### src/rtl/core/tsg_pkg.sv
// ----------------------------------------------------------------------------
// tsg_pkg: shared constants and tables of the sine tone generator
// Register indexes, reset values, CORDIC gain and arctangent table.
// ----------------------------------------------------------------------------
package tsg_pkg;

  localparam int RATE_W     = 16;  // sample rate, counters, phase numerator
  localparam int AMP_W      = 15;
  localparam int SAMPLE_W   = 16;
  localparam int TURN_W     = 32;  // CORDIC angle as a fraction of a turn
  localparam int CORDIC_XW  = 34;  // Q2.30 datapath with headroom
  localparam int CORDIC_ZW  = 33;
  localparam int ATAN_IDX_W = 5;
  localparam int CFG_IDX_W  = 2;

  localparam logic [CFG_IDX_W-1:0] REG_SAMPLE_RATE = 2'd0;
  localparam logic [CFG_IDX_W-1:0] REG_TONE_FREQ   = 2'd1;
  localparam logic [CFG_IDX_W-1:0] REG_AMPLITUDE   = 2'd2;
  localparam logic [CFG_IDX_W-1:0] REG_DURATION    = 2'd3;

  localparam logic [RATE_W-1:0] SAMPLE_RATE_RST = 16'd8000;
  localparam logic [RATE_W-1:0] TONE_FREQ_RST   = 16'd440;
  localparam logic [AMP_W-1:0]  AMPLITUDE_RST   = 15'd32767;
  localparam logic [RATE_W-1:0] DURATION_RST    = 16'd10;

  localparam logic signed [CORDIC_XW-1:0] CORDIC_GAIN = 34'sd652032874;

  // atan(2^-i) as a fraction of a turn, scaled by 2^32
  function automatic logic [TURN_W-1:0] atan_turn(input logic [ATAN_IDX_W-1:0] idx);
    logic [TURN_W-1:0] val;
    case (idx)
      5'd0:  val = 32'h20000000;
      5'd1:  val = 32'h12E4051E;
      5'd2:  val = 32'h09FB385B;
      5'd3:  val = 32'h051111D4;
      5'd4:  val = 32'h028B0D43;
      5'd5:  val = 32'h0145D7E1;
      5'd6:  val = 32'h00A2F61E;
      5'd7:  val = 32'h00517C55;
      5'd8:  val = 32'h0028BE53;
      5'd9:  val = 32'h00145F2F;
      5'd10: val = 32'h000A2F98;
      5'd11: val = 32'h000517CC;
      5'd12: val = 32'h00028BE6;
      5'd13: val = 32'h000145F3;
      5'd14: val = 32'h0000A2FA;
      5'd15: val = 32'h0000517D;
      5'd16: val = 32'h000028BE;
      5'd17: val = 32'h0000145F;
      5'd18: val = 32'h00000A30;
      5'd19: val = 32'h00000518;
      5'd20: val = 32'h0000028C;
      5'd21: val = 32'h00000146;
      5'd22: val = 32'h000000A3;
      5'd23: val = 32'h00000051;
      default: val = '0;
    endcase
    return val;
  endfunction

endpackage

### src/rtl/core/tsg_divider.sv
// ----------------------------------------------------------------------------
// tsg_divider: radix-2 restoring divider
// Shifts QW dividend bits into a running remainder, one bit per cycle.
// The initial remainder must be below the divisor.
// ----------------------------------------------------------------------------
module tsg_divider import tsg_pkg::*; #(
  parameter int QW = 16
) (
  input  logic              clk,
  input  logic              rst,
  input  logic              start,
  input  logic [QW-1:0]     dividend,
  input  logic [RATE_W-1:0] rem_init,
  input  logic [RATE_W-1:0] divisor,
  output logic              done,
  output logic [QW-1:0]     quotient,
  output logic [RATE_W-1:0] remainder
);

  localparam int CW = $clog2(QW);

  logic            busy;
  logic [CW-1:0]   cnt;
  logic [RATE_W:0] trial;
  logic [RATE_W:0] diff;
  logic            fits;

  assign trial = {remainder, quotient[QW-1]};
  assign diff  = trial - {1'b0, divisor};
  assign fits  = trial >= {1'b0, divisor};

  always_ff @(posedge clk) begin
    if (rst) begin
      busy <= 1'b0;
      done <= 1'b0;
      cnt  <= '0;
    end else begin
      done <= 1'b0;
      if (start) begin
        busy      <= 1'b1;
        cnt       <= '0;
        remainder <= rem_init;
        quotient  <= dividend;
      end else if (busy) begin
        remainder <= fits ? diff[RATE_W-1:0] : trial[RATE_W-1:0];
        quotient  <= {quotient[QW-2:0], fits};
        cnt       <= cnt + 1'b1;
        if (cnt == CW'(QW - 1)) begin
          busy <= 1'b0;
          done <= 1'b1;
        end
      end
    end
  end

endmodule

### src/rtl/core/tsg_cordic.sv
// ----------------------------------------------------------------------------
// tsg_cordic: iterative rotation-mode CORDIC sine
// One micro-rotation per cycle on a quadrant-folded angle; result in Q1.15.
// ----------------------------------------------------------------------------
module tsg_cordic import tsg_pkg::*; #(
  parameter int STEPS = 16
) (
  input  logic                       clk,
  input  logic                       rst,
  input  logic                       start,
  input  logic [TURN_W-1:0]          turn,
  output logic                       done,
  output logic signed [SAMPLE_W-1:0] sine
);

  localparam int SW = $clog2(STEPS);

  typedef enum logic [1:0] {C_IDLE, C_RUN, C_FINISH} cstate_t;

  cstate_t                      state;
  logic [SW-1:0]                step;
  logic [1:0]                   quadrant;
  logic signed [CORDIC_XW-1:0]  x;
  logic signed [CORDIC_XW-1:0]  y;
  logic signed [CORDIC_ZW-1:0]  z;
  logic signed [CORDIC_XW-1:0]  dx;
  logic signed [CORDIC_XW-1:0]  dy;
  logic signed [CORDIC_ZW-1:0]  atan_z;
  logic signed [CORDIC_XW-1:0]  v;
  logic signed [CORDIC_XW:0]    v_rnd;
  logic signed [CORDIC_XW-15:0] r;
  logic signed [SAMPLE_W-1:0]   r_sat;

  assign dx     = y >>> step;
  assign dy     = x >>> step;
  assign atan_z = $signed({1'b0, atan_turn(ATAN_IDX_W'(step))});

  always_comb begin
    case (quadrant)
      2'd0:    v = y;
      2'd1:    v = x;
      2'd2:    v = -y;
      default: v = -x;
    endcase
    v_rnd = CORDIC_XW'(v) + (CORDIC_XW+1)'(16384);
    r     = (CORDIC_XW-14)'(v_rnd >>> 15);
    if (r > (CORDIC_XW-14)'(32767)) begin
      r_sat = 16'sh7FFF;
    end else if (r < -(CORDIC_XW-14)'(32768)) begin
      r_sat = 16'sh8000;
    end else begin
      r_sat = r[SAMPLE_W-1:0];
    end
  end

  always_ff @(posedge clk) begin
    if (rst) begin
      state <= C_IDLE;
      done  <= 1'b0;
      step  <= '0;
    end else begin
      done <= 1'b0;
      case (state)
        C_IDLE: begin
          if (start) begin
            quadrant <= turn[TURN_W-1 -: 2];
            x        <= CORDIC_GAIN;
            y        <= '0;
            z        <= CORDIC_ZW'(turn[TURN_W-3:0]);
            step     <= '0;
            state    <= C_RUN;
          end
        end
        C_RUN: begin
          if (z >= 0) begin
            x <= x - dx;
            y <= y + dy;
            z <= z - atan_z;
          end else begin
            x <= x + dx;
            y <= y - dy;
            z <= z + atan_z;
          end
          step <= step + 1'b1;
          if (step == SW'(STEPS - 1)) begin
            state <= C_FINISH;
          end
        end
        C_FINISH: begin
          sine  <= r_sat;
          done  <= 1'b1;
          state <= C_IDLE;
        end
        default: state <= C_IDLE;
      endcase
    end
  end

endmodule

### src/rtl/core/sine_tone_generator_top.sv
// ----------------------------------------------------------------------------
// sine_tone_generator_top: direct digital synthesis sine tone source
// Turns sample-period ticks into 16-bit sine samples sent as byte pairs.
// ----------------------------------------------------------------------------
// Usage:
//   Tick channel (tick_valid / tick_stall / tick): present one transaction per
//   sample period. A transaction with tick low, or one after the tone has run
//   for duration_seconds, is taken and gives nothing.
//   Data channel (data_valid / data_stall): each active tick yields two
//   transactions, the low byte of the sample (high_half = 0), then the high
//   byte (high_half = 1). final_sample marks both bytes of the last sample.
//   Config port (cfg_write / cfg_index / cfg_data): write sample_rate,
//   tone_frequency, amplitude and duration_seconds while the block is idle.
// Operation:
//   One shared restoring divider does every modulo and the phase division,
//   and an iterative CORDIC does the sine. Each of the count, phase and
//   frequency operands that is not below the sample rate is first reduced
//   by the divider. tick_stall stays high from the accepted tick until the
//   high byte is taken, so no new tick is taken while a sample is in work.
// Reset: registers return to 8000 Hz, 440 Hz, full amplitude, 10 seconds;
//   counters clear. A stalled receiver holds the current byte steady.
// ----------------------------------------------------------------------------
module sine_tone_generator_top import tsg_pkg::*; #(
  parameter int ANGLE_BITS   = 16,
  parameter int CORDIC_STEPS = 16
) (
  input  logic                 clk,
  input  logic                 rst,
  input  logic                 tick_valid,
  output logic                 tick_stall,
  input  logic                 tick,
  output logic                 data_valid,
  input  logic                 data_stall,
  output logic [7:0]           data_byte,
  output logic                 high_half,
  output logic                 final_sample,
  input  logic                 cfg_write,
  input  logic [CFG_IDX_W-1:0] cfg_index,
  input  logic [RATE_W-1:0]    cfg_data
);

  // divider width: enough quotient bits for the angle, enough shifts for a modulo
  localparam int QW = (ANGLE_BITS > RATE_W) ? ANGLE_BITS : RATE_W;

  typedef enum logic [3:0] {
    S_IDLE, S_REDUCE, S_REDUCE_WAIT, S_ANGLE_WAIT, S_ROTATE,
    S_PRODUCT, S_SAMPLE, S_OUT_LO, S_OUT_HI
  } state_t;

  typedef enum logic [1:0] {SEL_COUNT, SEL_PHASE, SEL_FREQ} red_sel_t;

  // configuration registers
  logic [RATE_W-1:0] sample_rate;
  logic [RATE_W-1:0] tone_frequency;
  logic [AMP_W-1:0]  amplitude;
  logic [RATE_W-1:0] duration_seconds;

  // tone state
  logic [RATE_W-1:0] count_in_second;
  logic [RATE_W-1:0] phase_numerator;
  logic [RATE_W-1:0] seconds_done;

  state_t                      state;
  red_sel_t                    red_sel;
  logic [RATE_W-1:0]           count_red;
  logic [RATE_W-1:0]           num_red;
  logic [RATE_W-1:0]           freq_red;
  logic signed [31:0]          product;
  logic [SAMPLE_W-1:0]         sample;
  logic                        last_flag;
  logic                        div_start;
  logic                        cordic_start;

  logic [RATE_W-1:0]           rate;
  logic [RATE_W-1:0]           operand;
  logic [QW-1:0]               div_dividend;
  logic [RATE_W-1:0]           div_rem_init;
  logic                        div_done;
  logic [QW-1:0]               div_quotient;
  logic [RATE_W-1:0]           div_remainder;
  logic [TURN_W-1:0]           turn;
  logic                        cordic_done;
  logic signed [SAMPLE_W-1:0]  sine;
  logic                        wraps;
  logic                        last_next;
  logic [RATE_W:0]             phase_sum;
  logic [RATE_W-1:0]           phase_next;
  logic signed [31:0]          prod_adj;
  logic [SAMPLE_W-1:0]         sample_next;
  logic                        tick_take;
  logic                        data_take;
  logic                        tone_active;

  // ---------------------------------------------------------------------------
  // Configuration writes: no handshake, out-of-range indexes are dropped
  // ---------------------------------------------------------------------------
  always_ff @(posedge clk) begin
    if (rst) begin
      sample_rate      <= SAMPLE_RATE_RST;
      tone_frequency   <= TONE_FREQ_RST;
      amplitude        <= AMPLITUDE_RST;
      duration_seconds <= DURATION_RST;
    end else if (cfg_write) begin
      case (cfg_index)
        REG_SAMPLE_RATE: sample_rate      <= cfg_data;
        REG_TONE_FREQ:   tone_frequency   <= cfg_data;
        REG_AMPLITUDE:   amplitude        <= cfg_data[AMP_W-1:0];
        REG_DURATION:    duration_seconds <= cfg_data;
        default: ;
      endcase
    end
  end

  // ---------------------------------------------------------------------------
  // Datapath helpers
  // ---------------------------------------------------------------------------
  // a zero rate behaves as a rate of one
  assign rate = (sample_rate == '0) ? RATE_W'(1) : sample_rate;

  always_comb begin
    case (red_sel)
      SEL_COUNT: operand = count_in_second;
      SEL_PHASE: operand = phase_numerator;
      SEL_FREQ:  operand = tone_frequency;
      default:   operand = tone_frequency;
    endcase
  end

  // modulo: shift the operand in from zero; angle: start from the numerator and
  // shift in zeros, giving floor(num * 2^QW / rate)
  assign div_dividend = (state == S_ANGLE_WAIT) ? '0 : QW'(operand);
  assign div_rem_init = (state == S_ANGLE_WAIT) ? num_red : '0;

  assign turn = {div_quotient[QW-1 -: ANGLE_BITS], {(TURN_W-ANGLE_BITS){1'b0}}};

  assign wraps     = ({1'b0, count_red} + 1'b1) >= {1'b0, rate};
  assign last_next = wraps && (({1'b0, seconds_done} + 1'b1) >= {1'b0, duration_seconds});

  // both terms are below the rate, so one subtract reduces the sum
  assign phase_sum  = {1'b0, num_red} + {1'b0, freq_red};
  assign phase_next = (phase_sum >= {1'b0, rate}) ? RATE_W'(phase_sum - {1'b0, rate})
                                                  : phase_sum[RATE_W-1:0];

  // divide by 32768 truncating toward zero: bias negative products first
  assign prod_adj    = product[31] ? product + 32'sd32767 : product;
  assign sample_next = SAMPLE_W'(prod_adj >>> 15);

  assign tone_active = seconds_done < duration_seconds;
  assign tick_stall  = (state != S_IDLE);
  assign tick_take   = tick_valid && !tick_stall;
  assign data_valid  = (state == S_OUT_LO) || (state == S_OUT_HI);
  assign data_take   = data_valid && !data_stall;
  assign data_byte   = (state == S_OUT_HI) ? sample[15:8] : sample[7:0];
  assign high_half   = (state == S_OUT_HI);
  assign final_sample = last_flag;

  // ---------------------------------------------------------------------------
  // Sequencer
  // ---------------------------------------------------------------------------
  always_ff @(posedge clk) begin
    if (rst) begin
      state           <= S_IDLE;
      red_sel         <= SEL_COUNT;
      div_start       <= 1'b0;
      cordic_start    <= 1'b0;
      count_in_second <= '0;
      phase_numerator <= '0;
      seconds_done    <= '0;
      last_flag       <= 1'b0;
    end else begin
      div_start    <= 1'b0;
      cordic_start <= 1'b0;
      case (state)
        S_IDLE: begin
          // drop idle ticks and ticks after the tone has ended
          if (tick_take && tick && tone_active) begin
            red_sel <= SEL_COUNT;
            state   <= S_REDUCE;
          end
        end
        S_REDUCE: begin
          if (operand < rate) begin
            case (red_sel)
              SEL_COUNT: count_red <= operand;
              SEL_PHASE: num_red   <= operand;
              default:   freq_red  <= operand;
            endcase
            if (red_sel == SEL_FREQ) begin
              div_start <= 1'b1;
              state     <= S_ANGLE_WAIT;
            end else begin
              red_sel <= (red_sel == SEL_COUNT) ? SEL_PHASE : SEL_FREQ;
            end
          end else begin
            div_start <= 1'b1;
            state     <= S_REDUCE_WAIT;
          end
        end
        S_REDUCE_WAIT: begin
          if (div_done) begin
            case (red_sel)
              SEL_COUNT: count_red <= div_remainder;
              SEL_PHASE: num_red   <= div_remainder;
              default:   freq_red  <= div_remainder;
            endcase
            if (red_sel == SEL_FREQ) begin
              div_start <= 1'b1;
              state     <= S_ANGLE_WAIT;
            end else begin
              red_sel <= (red_sel == SEL_COUNT) ? SEL_PHASE : SEL_FREQ;
              state   <= S_REDUCE;
            end
          end
        end
        S_ANGLE_WAIT: begin
          if (div_done) begin
            cordic_start <= 1'b1;
            state        <= S_ROTATE;
          end
        end
        S_ROTATE: begin
          if (cordic_done) begin
            state <= S_PRODUCT;
          end
        end
        S_PRODUCT: begin
          product <= $signed({1'b0, amplitude}) * sine;
          state   <= S_SAMPLE;
        end
        S_SAMPLE: begin
          sample    <= sample_next;
          last_flag <= last_next;
          if (wraps) begin
            count_in_second <= '0;
            phase_numerator <= '0;
            seconds_done    <= seconds_done + 1'b1;
          end else begin
            count_in_second <= count_red + 1'b1;
            phase_numerator <= phase_next;
          end
          state <= S_OUT_LO;
        end
        S_OUT_LO: begin
          if (data_take) begin
            state <= S_OUT_HI;
          end
        end
        S_OUT_HI: begin
          if (data_take) begin
            state <= S_IDLE;
          end
        end
        default: state <= S_IDLE;
      endcase
    end
  end

  tsg_divider #(
    .QW (QW)
  ) u_divider (
    .clk       (clk),
    .rst       (rst),
    .start     (div_start),
    .dividend  (div_dividend),
    .rem_init  (div_rem_init),
    .divisor   (rate),
    .done      (div_done),
    .quotient  (div_quotient),
    .remainder (div_remainder)
  );

  tsg_cordic #(
    .STEPS (CORDIC_STEPS)
  ) u_cordic (
    .clk   (clk),
    .rst   (rst),
    .start (cordic_start),
    .turn  (turn),
    .done  (cordic_done),
    .sine  (sine)
  );

endmodule

### config.mk
export PLATFORM = sky130hd
export DESIGN_NAME = sine_tone_generator_top
export DESIGN_NICKNAME = d
export VERILOG_FILES = /design/src/rtl/core/tsg_pkg.sv /design/src/rtl/core/tsg_divider.sv /design/src/rtl/core/tsg_cordic.sv /design/src/rtl/core/sine_tone_generator_top.sv
export SDC_FILE = /design/constraint.sdc
export NUM_CORES = 2
export LEC_CHECK = 0
export ABC_AREA = 1
export BUFFER_PORTS_ARGS = -buffer_cell sky130_fd_sc_hd__buf_4
export CORE_ASPECT_RATIO = 1.2
export CORE_MARGIN = 5
export CORE_UTILIZATION = 60
export CTS_CLUSTER_DIAMETER = 60
export DETAILED_ROUTE_END_ITERATION = 10
export GPL_TIMING_DRIVEN = 0
export HOLD_SLACK_MARGIN = 0.08
export PLACE_DENSITY = 0.76
export SLEW_MARGIN = 0
export SYNTH_ARGS = -nofsm -noshare
export SYNTH_HDL_FRONTEND = slang
export SYNTH_HIERARCHICAL = 1
export SYNTH_SLANG_ARGS = --single-unit
### constraint.sdc
create_clock -name clk -period 11.09 [get_ports clk]
set_input_delay 2.218 -clock clk [delete_from_list [all_inputs] [get_ports clk]]
set_output_delay 2.218 -clock clk [all_outputs]
set_load 0.05 [all_outputs]
== Yosys cells after proc, flatten, opt, wreduce, memory -nomap -nowiden ==
Memory sizes are Yosys's and may differ from the RTL's. A register that Yosys moved wholly into a read port is not among the register bits.
Cells that the tools add are included.
Operators by class
  $mul: 1
  reductions and logical operators: 41
  magnitude comparators: 9
  div/mod/pow operators: 0
  shifts and indexed selects: 2
  bitwise operators: 3
  add/sub/neg operators: 19
  mux-type cells: 73
  eq/ne operators: 35
Operators by type and width (count)
  16-bit 2-to-1 mux: 24
  34-bit 2-to-1 mux: 4
  34-bit one-hot mux with 2 select lines: 2
  16-bit one-hot mux with 2 select lines: 4
  34-bit one-hot mux with 3 select lines: 1
  34-bit adder: 2
  17-bit by 16-bit greater-or-equal comparator with 1-bit output: 4
  34-bit negator: 2
  34-bit by 4-bit >>> shifter with 34-bit output: 2
  34-bit subtractor: 2
  33-bit 2-to-1 mux: 2
  33-bit one-hot mux with 2 select lines: 1
  4-bit 2-to-1 mux: 11
  4-bit one-hot mux with 9 select lines: 1
  34-bit by 16-bit adder with 35-bit output (second input constant): 1
  16-bit by 1-bit adder with 17-bit output (second input constant): 2
  33-bit adder: 1
  33-bit by 1-bit greater-or-equal comparator with 1-bit output (second input constant): 1
  33-bit subtractor: 1
  16-bit by 1-bit adder with 16-bit output (second input constant): 2
  16-bit less-than comparator: 2
  16-bit by 16-bit multiplier with 32-bit output: 1
  16-bit subtractor: 2
  31-bit by 16-bit adder with 31-bit output (second input constant): 1
  other kinds (38): 107
Storage, ports and cells
  bits in writable memories: 0
  register bits after elaboration: 380
  word-level logic and storage cells: 214
  bits in latches: 0
  memories: 1
  bits in read-only memories: 480
  output and inout bits: 12
  input bits: 24
Memory list
  (no name shown): depth 16, bits a word 30, rd ports 1, clocked after memory_dff 1, write ports 0, RTL line tsg_pkg.sv:31  | case (idx)

== Depth between registers and ports, before layout ==
  depth after elaboration: 7
  depth in mapped cells: 34
  mapped depth without buffers: 32

== Modules after synthesis ==
Netlist, hierarchy kept.
Modules (own cells, without submodules)
  sine_tone_generator_top: seq. area each 5285.1 µm², cells an instance 2656, times used 1, area an instance 20856.3 µm²
  tsg_cordic: seq. area each 4314.1 µm², cells an instance 3099, times used 1, area an instance 18959.4 µm²
  tsg_divider: seq. area each 1081.0 µm², cells an instance 429, times used 1, area an instance 3039.2 µm²

== Least setup slack after synthesis ==
No wires, ideal clock.
  path kind: input to register
  start point: in rst
  end point: reg u_cordic.x[0] (enable)
  slack: 3.884 ns
  data required time: 10.529 ns
  arrival: 6.645 ns
  library setup time: 0.561 ns
  stages: 2
  path buffers: 1
  cells stage by stage: clkbuf_1 > nor2_1
On the way
  longest elaborated chain between the ends: 2
RTL lines
  from (decl): RTL line sine_tone_generator_top.sv:28  | input logic rst,
  1-bit inverter (no source line)
  3-bit AND reduction (no source line)
  to (signal assigned): RTL line tsg_cordic.sv:76  | x <= x - dx;
  to (signal assigned): RTL line tsg_cordic.sv:80  | x <= x + dx;
  to (decl): RTL line tsg_cordic.sv:23  | logic signed [CORDIC_XW-1:0] x;
No other way between the ends.
A chain may end at the register's enable or synchronous reset.

== Final worst setup path ==
  start point: reg amplitude[5]
  end point: reg product[29] (data pin)
On the way
  longest elaborated chain between the ends: 1
RTL lines
  from (decl): RTL line sine_tone_generator_top.sv:55  | logic [AMP_W-1:0] amplitude;
  from (signal assigned): RTL line sine_tone_generator_top.sv:107  | REG_AMPLITUDE: amplitude <= cfg_data[AMP_W-1:0];
  16-bit by 16-bit multiplier with 32-bit output: RTL line sine_tone_generator_top.sv:227  | product <= $signed({1'b0, amplitude}) * sine;
  to (signal assigned): RTL line sine_tone_generator_top.sv:227
  to (decl): RTL line sine_tone_generator_top.sv:68  | logic signed [31:0] product;
No other way between the ends.

==> metrics.csv <==
stage;metric;value;unit
cts;cts.sinks;410;
routing;vias_per_cell;5.742;
place;gp_congestion;1.063;
global_routing;antenna_found_initial;1;
routing;ant_nets;0;
place;io_buffers;35;
timing;hold_viol_final;0;
timing;period_minus_slack;6.966;ns
timing;slew_headroom;24.61;%
floorplan;die_w;254.0;um
global_routing;grt_pass1_vias;40461;
routing;dr.pass1.iters;6;
logic_synthesis;synthTopCellsByCount;nand2_1 (1,716), inv_1 (919), nor2_1 (578), a21oi_1 (356), ha_1 (345);
cts;ctsLongestPathBuffers;3;
timing;final.setup.tns;0;ns
power;p_leak;0.02222;uW
setup_path;critical-path-top-delay-family;adder cells;
cts;numCtsBuffers;48;
setup_path;critPathSlowestCell;clkbuf_1;
cts;ctsRootBufferMaster;clkbuf_16;
setup_path;cp_common_cell;fa_1;
place;hpwl;114500;um
logic_synthesis;ys_ff_latch;410;
setup_path;critical_path_class;reg -> reg;
global_routing;track_usage;36.18;%
cts;cts_resized;0;
routing;via_count;41686;
logic_synthesis;synth.mux.area_fraction;0.09343;%
logic_synthesis;synth-compound-area-share;13.19;%
setup_path;cp-start-kind;register;
logic_synthesis;synth-simple-area-share;27.92;%
job;maxCapViolCount;0;
routing;drt-total-wl;142500;um
logic_synthesis;yosysSeqAreaShare;24.92;%
floorplan;dieArea;76890;sq um
setup_path;crit_chain;clkbuf_1, clkbuf_1, nand2_1, fa_1, inv_1, fa_1, inv_1, fa_1, inv_1, fa_1, fa_1, inv_1, fa_1, inv_1, ha_1, nand2_1, o21ai_0, a21oi_1, nand2_1, a21oi_1, o21ai_0, a21oi_1, xor2_1;
timing;timing.hold.ws;0.4669;ns
routing;drt_iter0_drc;3741;
global_routing;grt_pass1_wl;218200;um
finish;syn2layout_area_growth;7.667;%
logic_synthesis;synth-edff-count;247;
routing;routedWlPerCell;19.63;um
logic_synthesis;synth_top_area_cell;edfxtp_1;
finish;finish.net_count;6849;
setup_path;worstPathArrival;7.35;ns
logic_synthesis;synthTopCellsByArea;edfxtp_1 (17%), nand2_1 (15%), ha_1 (10%);
global_routing;grt_overflow;0;
floorplan;pin_count;36;
timing;layout_setup_ws;4.124;ns
logic_synthesis;syn_area;42850;sq um
timing;timing.final.crit_share;62.81;%
power;p_per_area;140.6;nW/um^2
finish;finalCoreUtilization;65.03;%
floorplan;die_height;302.8;um
logic_synthesis;synth_top_family_by_area;simple AND/OR/NAND/NOR gates;
finish;antennaDiodeCount;0;
logic_synthesis;yosysWarnings;6;
setup_path;crit_required;11.48;ns
timing;rsz0062_at_grt;false;
setup_path;cp_slowest_stage_delay;0.57;ns
worst_hold_path;hold_class;reg -> reg;
routing;drc;0;
place;detailedPlace.worstSlack;4.253;ns
cts;insertion_delay;0.64;ns
global_routing;grt_max_degree;33;
setup_path;critPathBufInv;7;
finish;fillers;6491;
setup_path;path_max_fanout;10;
floorplan;rows;107;
cts;postCtsSetupRepairBufs;0;
logic_synthesis;synthAdderAreaFrac;18.76;%
finish;layout-drive-gt1-share;5.668;%
power;vdd_drop_max;0.2812;mV
logic_synthesis;avgSynthCellArea;6.930;sq um
cts;holdBufCountCts;0;
timing;worstMarginPinSlew;1.131;ns
floorplan;start_util;60.40;%
logic_synthesis;synth_top_area_share;17.31;%
logic_synthesis;ys.flop_type;edfxtp_1;
timing;maxSlewViolCount;0;
timing;fin_worst_skew;0.02562;ns
logic_synthesis;yosysMostFrequentCell;nand2_1;
timing;finalSetupViolCount;0;
setup_path;cp-end-kind;register;
status;outcome;finished, final reports clean;
cts;cts_max_level;2;
power;total_power;6490;uW
floorplan;placeableCoreArea;70960;sq um
logic_synthesis;syn_inst;6184;
logic_synthesis;synth_xor_xnor_area_share;4.558;%
logic_synthesis;yosysUniqueCellTypes;72;
logic_synthesis;ys_async_sr_fraction;0;%
cts;clk_pin_slew;0.06;ns
timing;max_freq;143.6;MHz
cts;cts_tree;yes;
## layout make-up
| cell class | instances | area [sq um] | share of cell area, % |
|---|---|---|---|
| sequential | 410 | 10680 | 23.15 |
| multi-input combinational | 4634 | 27760 | 60.16 |
| inverter | 946 | 3553 | 7.701 |
| buffer | 209 | 964.7 | 2.091 |
| timing repair buffer | 45 | 410.4 | 0.8894 |
| clock inverter | 25 | 267.8 | 0.5803 |
| tap | 926 | 1159 | 2.511 |
| clock buffer | 65 | 1346 | 2.918 |
## metrics by stage
| step | instance area (sq um) | std cells |
|---|---|---|
| floorplan | 42910 | 6199 |
| global placement | 44330 | 7160 |
| detailed placement | 44520 | 7170 |
| CTS | 46140 | 7260 |
| global route | 46140 | 7260 |
| finish | 46140 | 7260 |
## placed cells by master, fill, tap and decap left out, types with 16 or more instances in the layout
master / netlist / final
o21bai_1: 17 / 17
o21a_1: 32 / 32
clkbuf_16: 0 / 49
dfxtp_1: 163 / 163
conb_1: 1 / 16
nand3_1: 253 / 253
nand3b_1: 17 / 17
nor3_1: 57 / 52
buf_4: 10 / 45
a31oi_1: 36 / 36
buf_2: 26 / 26
o21ai_0: 299 / 299
a21oi_1: 356 / 355
o21ai_1: 108 / 108
xnor2_1: 74 / 74
xor2_1: 149 / 149
or2_2: 27 / 27
a21boi_0: 16 / 16
edfxtp_1: 247 / 247
nor2_2: 30 / 31
nand2_1: 1716 / 1716
o211ai_1: 34 / 34
ha_1: 345 / 345
nor2_1: 578 / 576
inv_2: 20 / 20
inv_1: 919 / 919
fa_1: 186 / 186
buf_6: 11 / 17
nand2_2: 37 / 37
nand4_1: 64 / 64
clkbuf_1: 149 / 159
## state kept, by name, indices dropped and copies added (netlist names), 15 cells and up
register	count
sample	16
seconds_done	16
num_red	16
freq_red	16
u_cordic/atan_z	30
count_red	16
u_cordic/z	33
u_cordic/y	34
product	32
u_cordic/sine	16
sample_rate	16
u_divider/remainder	16
phase_numerator	16
u_divider/quotient	16
count_in_second	16
u_cordic/x	34
amplitude	15
duration_seconds	16
tone_frequency	16
## metal layers
metal / share of wire, % / GRT usage [%] / up-vias
li1: - / - / 20096
met4: 7.2 / 21.41 / 2
met2: 46 / 59.67 / 1803
met5: 0.0056 / 0 / -
met1: 39 / 44.17 / 19268
met3: 8.2 / 6.893 / 517
## final timing paths
check	cells past startpoint	from	slack (ns)	endpoint
hold reg to reg	0	u_divider/quotient[15]$_DFFE_PP_	0.47	u_cordic/quadrant[1]$_DFFE_PP_
setup / recovery	23	amplitude[5]$_SDFFE_PP1P_	4.12	product[29]$_DFFE_PP_
hold / removal	0	u_divider/quotient[15]$_DFFE_PP_	0.47	u_cordic/quadrant[1]$_DFFE_PP_
setup reg to reg	23	amplitude[5]$_SDFFE_PP1P_	4.12	product[29]$_DFFE_PP_
## report_power, final
part | switching [uW] | internal (uW) | leakage [uW]
Clock | 716 | 916 | 0.000776
Combinational | 1920 | 1060 | 0.0179
Sequential | 42.7 | 1830 | 0.00355
Total | 2680 | 3810 | 0.0222
## kinds of logic (layout without fill, tap and decap cells)
kind of cell | Yosys count | after routing
fa+ha+maj | 531 | 531
simple gates | 2857 | 2857
mux | 4 | 4
xor+xnor | 223 | 223
other cells | 1 | 16
flops | 410 | 410
buf+inv | 1155 | 1290
compound gates | 1003 | 1003
Power figures use the tool's default switching activity.
